[src/rtl/tksi_pkg.sv]
// Shared types and constants for the top-k sorted insertion list.
`timescale 1ns / 1ps
package tksi_pkg;

   localparam int SLOTS = 10;
   localparam int IDX_W = (SLOTS > 1) ? $clog2(SLOTS) : 1;
   localparam int CNT_W = $clog2(SLOTS + 1);

   localparam logic CMD_ADD  = 1'b0;
   localparam logic CMD_READ = 1'b1;

   typedef struct packed {
      logic        command;
      logic [63:0] new_value;
      logic [62:0] new_timestamp;
      logic [3:0]  read_index;
   } req_type;

   typedef struct packed {
      logic        was_inserted;
      logic [3:0]  insert_slot;
      logic [3:0]  valid_count;
      logic [63:0] entry_value;
      logic [62:0] entry_timestamp;
      logic        entry_valid;
   } rsp_type;

   typedef struct packed {
      logic        valid;
      logic [63:0] value;
      logic [62:0] stamp;
   } slot_type;

endpackage

[src/rtl/tksi_cell.sv]
// One slot of the list: compares against the new value and shifts from its upper neighbor.
`timescale 1ns / 1ps
module tksi_cell import tksi_pkg::*; (
   input  logic     clock,
   input  logic     reset,
   input  logic     add_en,
   input  slot_type new_entry,
   input  logic     prev_take,
   input  slot_type prev_entry,
   output logic     take,
   output slot_type entry
);

   slot_type entry_ff;
   slot_type entry_in;

   // empty slot or strictly smaller value; strict compare keeps the older tie ahead
   assign take  = !entry_ff.valid || (new_entry.value > entry_ff.value);
   assign entry = entry_ff;

   always_comb begin
      entry_in = entry_ff;
      if (add_en) begin
         if (prev_take) begin
            entry_in = prev_entry;
         end else if (take) begin
            entry_in = new_entry;
         end
      end
   end

   always_ff @(posedge clock) begin
      if (reset) begin
         entry_ff <= '0;
      end else begin
         entry_ff <= entry_in;
      end
   end

endmodule

[src/rtl/tksi_chain.sv]
// Row of slot cells, highest value in cell 0.
`timescale 1ns / 1ps
module tksi_chain import tksi_pkg::*; (
   input  logic             clock,
   input  logic             reset,
   input  logic             add_en,
   input  slot_type         new_entry,
   output logic [SLOTS-1:0] take,
   output slot_type         entries [SLOTS]
);

   genvar i;
   generate
      for (i = 0; i < SLOTS; i++) begin : g_cell
         if (i == 0) begin : g_head
            tksi_cell u_cell (
               .clock      (clock),
               .reset      (reset),
               .add_en     (add_en),
               .new_entry  (new_entry),
               .prev_take  (1'b0),
               .prev_entry (new_entry),
               .take       (take[i]),
               .entry      (entries[i])
            );
         end else begin : g_body
            tksi_cell u_cell (
               .clock      (clock),
               .reset      (reset),
               .add_en     (add_en),
               .new_entry  (new_entry),
               .prev_take  (take[i-1]),
               .prev_entry (entries[i-1]),
               .take       (take[i]),
               .entry      (entries[i])
            );
         end
      end
   endgenerate

endmodule

[src/rtl/top_k_sorted_insert_top.sv]
// Top level of the top-k sorted insertion list.
//
// Keeps the SLOTS highest values seen in descending order, each with a time
// stamp. Commands arrive as words on the req_ channel (valid/stall); each
// command produces exactly one result word on the rsp_ channel.
// An add (command 0) places the value in the first slot that is empty or
// holds a smaller value; lower entries move down one cell and the last drops
// off. Adds do nothing while csr tracking_enabled is 0. A read (command 1)
// returns the slot at read_index; an index past the end reads as empty.
// The result is in the output register the cycle after the command is taken.
// Throughput is one command per cycle while the receiver does not stall, set by
// the compare-and-shift in every cell of the slot row.
// When the receiver stalls, the result holds and req_stall rises, so at most
// one result is buffered. Reset empties every slot, clears the count and
// disables tracking; the block takes commands as soon as reset is released.
`timescale 1ns / 1ps
module top_k_sorted_insert_top import tksi_pkg::*; (
   input  logic    clock,
   input  logic    reset,
   input  logic    req_valid,
   output logic    req_stall,
   input  req_type req_data,
   output logic    rsp_valid,
   input  logic    rsp_stall,
   output rsp_type rsp_data,
   input  logic    csr_we,
   input  logic    csr_wdata
);

   logic             enabled_ff;
   logic             enabled_in;
   logic [CNT_W-1:0] count_ff;
   logic [CNT_W-1:0] count_in;
   logic             rsp_valid_ff;
   logic             rsp_valid_in;
   rsp_type          rsp_data_ff;
   rsp_type          rsp_data_in;

   logic             accept;
   logic             add_en;
   logic             inserted;
   logic [SLOTS-1:0] take;
   slot_type         entries [SLOTS];
   slot_type         new_entry;
   logic [CNT_W-1:0] pos;
   logic [CNT_W+3:0] pos_ext;
   logic [CNT_W+3:0] count_ext;
   logic [IDX_W+3:0] idx_ext;
   slot_type         rd_entry;

   assign req_stall = rsp_valid_ff && rsp_stall;
   assign accept    = req_valid && !req_stall;
   assign add_en    = accept && (req_data.command == CMD_ADD) && enabled_ff;
   // the last cell takes whenever any cell does
   assign inserted  = add_en && take[SLOTS-1];

   assign new_entry.valid = 1'b1;
   assign new_entry.value = req_data.new_value;
   assign new_entry.stamp = req_data.new_timestamp;

   tksi_chain u_chain (
      .clock     (clock),
      .reset     (reset),
      .add_en    (add_en),
      .new_entry (new_entry),
      .take      (take),
      .entries   (entries)
   );

   // take is a suffix of the row, so the insert slot is the count of non-takers
   always_comb begin
      pos = '0;
      for (int i = 0; i < SLOTS; i++) begin
         pos = pos + {{(CNT_W-1){1'b0}}, ~take[i]};
      end
   end

   assign enabled_in = csr_we ? csr_wdata : enabled_ff;

   always_comb begin
      count_in = count_ff;
      if (inserted && (count_ff != CNT_W'(SLOTS))) begin
         count_in = count_ff + {{(CNT_W-1){1'b0}}, 1'b1};
      end
   end

   assign pos_ext   = {4'b0000, pos};
   assign count_ext = {4'b0000, count_in};
   assign idx_ext   = {{IDX_W{1'b0}}, req_data.read_index};

   always_comb begin
      rd_entry = '0;
      if (idx_ext < (IDX_W + 4)'(SLOTS)) begin
         rd_entry = entries[idx_ext[IDX_W-1:0]];
      end
   end

   always_comb begin
      rsp_data_in                 = '0;
      rsp_data_in.valid_count     = count_ext[3:0];
      if (req_data.command == CMD_READ) begin
         rsp_data_in.entry_value     = rd_entry.value;
         rsp_data_in.entry_timestamp = rd_entry.stamp;
         rsp_data_in.entry_valid     = rd_entry.valid;
      end else if (inserted) begin
         rsp_data_in.was_inserted    = 1'b1;
         rsp_data_in.insert_slot     = pos_ext[3:0];
      end
   end

   always_comb begin
      rsp_valid_in = rsp_valid_ff;
      if (accept) begin
         rsp_valid_in = 1'b1;
      end else if (!rsp_stall) begin
         rsp_valid_in = 1'b0;
      end
   end

   always_ff @(posedge clock) begin
      if (reset) begin
         enabled_ff   <= 1'b0;
         count_ff     <= '0;
         rsp_valid_ff <= 1'b0;
      end else begin
         enabled_ff   <= enabled_in;
         count_ff     <= count_in;
         rsp_valid_ff <= rsp_valid_in;
      end
   end

   always_ff @(posedge clock) begin
      if (accept) begin
         rsp_data_ff <= rsp_data_in;
      end
   end

   assign rsp_valid = rsp_valid_ff;
   assign rsp_data  = rsp_data_ff;

endmodule
[config.mk]
export PLATFORM = sky130hd
export DESIGN_NAME = top_k_sorted_insert_top
export DESIGN_NICKNAME = d
export VERILOG_FILES = /design/src/rtl/tksi_pkg.sv /design/src/rtl/tksi_cell.sv /design/src/rtl/tksi_chain.sv /design/src/rtl/top_k_sorted_insert_top.sv
export SDC_FILE = /design/constraint.sdc
export NUM_CORES = 2
export LEC_CHECK = 0
export BUFFER_PORTS_ARGS = -buffer_cell sky130_fd_sc_hd__buf_2
export CAP_MARGIN = 5
export CORE_MARGIN = 5
export CORE_UTILIZATION = 65
export DETAILED_ROUTE_END_ITERATION = 8
export PLACE_DENSITY = 0.82
export SKIP_LAST_GASP = 1
export SYNTH_ARGS = -nofsm -noshare
export SYNTH_HDL_FRONTEND = slang
export SYNTH_SLANG_ARGS = --single-unit
[constraint.sdc]
create_clock -name clock -period 14.4 [get_ports clock]
set_input_delay 2.16 -clock clock [delete_from_list [all_inputs] [get_ports clock]]
set_output_delay 2.16 -clock clock [all_outputs]
set_load 0.005 [all_outputs]
* After elaboration in Yosys (flattened, before gate mapping)
Index checks and enable logic that the tools add are counted.
** Cells by class
- $add $sub $neg :: 10
- $lt $le $gt $ge :: 12
- Equal/unequal tests :: 2
- Mux-type cells :: 25
- Bitwise gates (word level) :: 13
- Reduce and logical (&&, ||, !) cells :: 48
** Operator list (count)
- 128-bit 2-to-1 mux :: 20
- 64-bit > comparator :: 10
- 128-bit binary-select mux with 4-bit select :: 1
- 4-bit by 1-bit adder with 4-bit output :: 6
- 2-bit AND reduction :: 11
- 2-bit nonzero test :: 9
- 1-bit NOT :: 12
- 1-bit logical NOT :: 11
- 1-bit logical OR :: 10
- 1-bit logical AND :: 6
- 5-bit >= comparator, second input constant :: 1
- 5-bit 2-to-1 mux :: 1
- 4-bit NOT with 5-bit output :: 1
- 3-bit by 1-bit adder with 4-bit output :: 1
- 4-bit by 1-bit adder with 4-bit output, second input constant :: 1
- 4-bit less-than comparator, second input constant :: 1
- 4-bit 2-to-1 mux :: 1
- 4-bit != test, second input constant :: 1
- 2-bit by 1-bit adder with 3-bit output :: 1
- 1-bit by 1-bit adder with 2-bit output :: 1
- 1-bit 2-to-1 mux :: 2
- 2-bit by 1-bit != test with 1-bit output, second input constant :: 1
- 2-bit OR reduction :: 1
** Word-level totals
- Bits in registers :: 1423
- Bits of input ports :: 138
- Output and inout bits :: 139

* Longest topological paths before layout
- Word-level depth :: 13
- Gate-level depth with buffers :: 22
- Mapped depth without buffers :: 18

* Cells and area by module
Synthesis repeated with hierarchy kept, for this count alone.
** Unflattened totals
- Cell total of the unflattened synthesis :: 9467
- Area, all modules :: 101068.2 µm²
** By module, submodules not included
- tksi_cell :: times used 10, cells each 834, area each 8609.5 µm², seq. area each 2562.5 µm²
- top_k_sorted_insert_top :: times used 1, cells each 1126, area each 14969.4 µm², seq. area each 4234.1 µm²
- tksi_chain :: times used 1, cells each 1, area each 3.8 µm², seq. area each 0.0 µm²

* Least setup slack after synthesis
No wires, ideal clock.
- Path type :: in2reg
- Start :: input req_data[67] in the netlist's numbering
- End :: register rsp_data_ff (netlist bit rsp_data[134]) (data pin)
- Data arrival time :: 7.114 ns
- Required time :: 14.145 ns
- Slack :: 7.031 ns
- Stages on the path :: 22
- Cells stage by stage :: clkbuf_1 -> inv_1 -> ha_1 -> nor2b_1 -> o211ai_1 -> a2111oi_0 -> or3_1 -> o22ai_1 -> nor4bb_1 -> nand2b_1 -> buf_2 -> buf_4 -> buf_4 -> inv_1 -> fa_1 -> fa_1 -> fa_1 -> inv_1 -> ha_1 -> fa_1 -> xor2_1 -> and2_1
** On the way
- Word-level cells in the longest chain between the ends :: 12
- Elaborated cells between the ends (all ways) :: 42
- Those cells by class :: add/sub (9); order compare (10); bitwise (11); reduce/logical (12)
** RTL lines
- from (decl) :: line top_k_sorted_insert_top.sv:22 : input req_type req_data,
- 64-bit > comparator :: line tksi_cell.sv:18 : assign take = !entry_ff.valid || (new_entry.value > entry_ff.value);
- 1-bit logical OR :: line tksi_cell.sv:18
- 1-bit NOT :: line top_k_sorted_insert_top.sv:74 : pos = pos + {{(CNT_W-1){1'b0}}, ~take[i]};
- 1-bit by 1-bit adder with 2-bit output :: line top_k_sorted_insert_top.sv:74
- 2-bit by 1-bit adder with 3-bit output :: line top_k_sorted_insert_top.sv:74
- 3-bit by 1-bit adder with 4-bit output :: line top_k_sorted_insert_top.sv:74
- 4-bit by 1-bit adder with 4-bit output (6 in a row) :: line top_k_sorted_insert_top.sv:74
- to (signal assigned) :: line top_k_sorted_insert_top.sv:134 : rsp_data_ff <= rsp_data_in;
- to (decl) :: line top_k_sorted_insert_top.sv:36 : rsp_type rsp_data_ff;
Several ways; a longest one is shown, not always the timed one.
A chain may end at the register's enable or synchronous reset.

* Final worst setup path
- Start :: input req_data[77] in the netlist's numbering
- End :: register rsp_data_ff (netlist bit rsp_data[134]) (data pin)
Same word-level chain as after synthesis.

==> impl_metrics.ini <==
[setup_path]
cp-start-kind = primary input
critPathMaxStageDelay_ns = 0.98
crit_slowest_cell = or2_4
r2r_cells = 16
path_delay_family = adder cells
r2r_end = rsp_data[134]$_SDFFCE_PP0P_
crit_required_ns = 14.97
crit_buf_inv = 2
cp_cell_sequence = buf_2, ha_1, nand4_1, or4_1, a21oi_1, o311ai_0, a211oi_1, or2_4, fa_1, fa_1, fa_1, inv_1, ha_1, fa_1, xor2_1, and2_1
critical_path_class = in -> reg
regToRegSetupSlack_ns = 7.97
cp_max_fo = 56
arrival_ns = 8.23
end_kind = flop
reg2reg_from = u_chain.g_cell[1].g_body.u_cell.entry[72]$_SDFFE_PP0P_
crit_top_cell = fa_1

[floorplanning]
die_w_um = 373
core.rowCount = 133
dieArea_um2 = 139000
initial_core_util_pct = 65.3
core_um2 = 131000
die_y_um = 373
io_pins = 277

[route]
wl_met1_um = 106000
drt_wl_total_um = 289000
top_layer_used = met5
ant_nets = 0
drt-initial-drc-count = 10300
drc = 0
viasPerCell = 6.97
met2WireLength_um = 125000
firstDrtPassIters = 9
wl_met3_um = 38600
dr_total_vias = 78300
post_drt_wl_per_cell_um = 25.7

[clocking]
clk_pin_slew_ns = 0.06
cts_root_buf = clkbuf_16
post_cts_resized = 0
htreeDepth = 4
clkLatencyLatePin_ns = 0.84
cts.sinks = 1423
clockBufferDepth = 3
cts_tree = built
cts-buffers-inserted = 154
post_cts_buffers = 0
hold_buffers = 0

[logic_synthesis]
syn_area_um2 = 85800
synth.area.top_cells = dfxtp_1 30%, mux2i_1 12%, ha_1 9.4%
async_flop_share_pct = 0
synth_compound_gate_area_share_pct = 13.1
yosysSeqAreaShare_pct = 34.8
synth_top_area_share_pct = 30.0
syn_avg_cell_area_um2 = 8.86
synth_fa_ha_area_share_pct = 9.55
ys_ff_latch = 1423
synth.area.mux_share_pct = 18.6
yosys_most_used_dff = dfxtp_1
synth_xor_area_share_pct = 0.0306
ys_types = 79
synth_edf_count = 137
syn_nets = 10500
yosys.area.top_type = dfxtp_1
yosys_warnings = 0
yosys.area_share.simple_pct = 16.8
synth_top_family_by_area = multiplexers
synthCells = 9686

[status]
run_status = finished, violations left
violations = slew limit

[flow_run]
drv_cap = 0

[grt]
gr-total-overflow = 0
grt_pass1_vias = 75800
antenna_found_initial = 48
grt_pass1_wl_um = 441000
grtUsageTotal_pct = 39.6
grt_max_degree = 206

[pwr]
p_leak_uw = 0.0314
ir_drop_v = 0.000123
p_per_area_nw_per_um2 = 103

[placement]
place_congestion = 1.01
portBuffers = 276
hpwl_um = 175000
place_ws_ns = 6.09

[layout]
synthToLayoutAreaGrowth_pct = 7.50
seq_area_um2 = 29900
final_cell_mix = 1390 x nor2_1, 1286 x dfxtp_1, 1020 x mux2i_1
final_common_cell = nor2_1
final_layout_size_suffix_gt1_share_pct = 9.66
fillers = 9877
multi_input_area_um2 = 50100
finalNetCount = 10100

[sta]
report.final.hold_viol_count = 0
fmax_mhz = 131
post-route-period-util_pct = 53.2
fin_setup_tns_ns = 0
setup_ws_ns = 6.74
drv_slew = 118
worst_pin_slew_ns = 1.73
setup_violations = 0
clock-skew-final_ns = 0.0486
rsz0062_at_grt = false
slew-limit-headroom_pct = -15.0
period_needed_ns = 7.66

[min_path]
hold_path_end = u_chain.g_cell[9].g_body.u_cell.entry[57]$_SDFFE_PP0P_
min-delay-start = u_chain.g_cell[9].g_body.u_cell.entry[57]$_SDFFE_PP0P_
holdPathStages = 2
holdCritPathClass = reg -> reg
-- registers in the layout (all words and copies together) (netlist names) --
register and cells:
u_chain.g_cell.g_body.u_cell.entry 1152, rsp_data 137, u_chain.g_cell.g_head.u_cell.entry 128, count_ff 4
enabled_ff 1, rsp_valid 1
-- cells by family after synthesis --
logic type	count (synthesis)
flops	1423
xor+xnor	3
mux	1277
fa+ha+maj	651
simple gates	3156
buf+inv	1558
compound gates	1618
-- worst max-delay path by stage --
stage                              from                           to  depth (start not counted)
after global routing       req_data[77]  rsp_data[134]$_SDFFCE_PP0P_                         16
final                      req_data[77]  rsp_data[134]$_SDFFCE_PP0P_                         16
after floorplan            req_data[67]  rsp_data[134]$_SDFFCE_PP0P_                         22
after detailed placement   req_data[77]  rsp_data[134]$_SDFFCE_PP0P_                         16
after global placement    req_data[128]  rsp_data[134]$_SDFFCE_PP0P_                         17
after CTS                 req_data[128]  rsp_data[134]$_SDFFCE_PP0P_                         17
-- final cells by class --
cell class | count | share of cell area, %
flip-flops and latches | 1423 | 32.4
well taps | 1755 | 2.38
diodes | 30 | 0.0814
inverters | 669 | 2.74
repair buffers | 372 | 2.49
multi-input cells | 6705 | 54.3
clock buffers | 230 | 5.05
clock inverters | 48 | 0.547
-- worst min-delay path, cell delays in order, from the launching register on --
cell and delay (ns):
dfxtp_1 0.31, nor2_1 0.09, a211oi_1 0.05
-- Yosys cell counts (all sizes together), types with 256 or more instances --
master and count:
a21oi 334, nor2 1393, nor3 408, ha 645
a211oi 716, mux4 256, mux2i 1020, dfxtp 1286
inv 669, nor4 400, nand2 542, clkbuf 696
-- per-stage QoR --
stage               hold WS (ns)  total power, uW  instances  cell area, um^2  utilization (%)
finish                     0.498             9490      11200            92200             70.2
global route               0.515             9770      11200            92200             70.2
CTS                        0.492             9450      11200            92100             70.2
detailed placement         0.483             5440      10900            87000             66.2
global placement           0.475             5390      10900            87000             66.2
floorplan                  0.462             5070       9686            85800                -
-- where the power goes --
| group | switching (uW) | internal, uW | leakage [uW] |
|---|---|---|---|
| Combinational | 730 | 419 | 0.0170 |
| Clock | 1760 | 2340 | 0.00257 |
| Sequential | 112 | 4130 | 0.0118 |
| Total | 2600 | 6900 | 0.0314 |
-- routing by layer --
| layer | GRT usage [%] | up-vias |
|---|---|---|
| met5 | 0 | - |
| met1 | 50.1 | 37300 |
| met4 | 23.1 | 32 |
| met3 | 12.0 | 1247 |
| li1 | - | 34500 |
| met2 | 60.3 | 5302 |
Power figures use the tool's default switching activity.
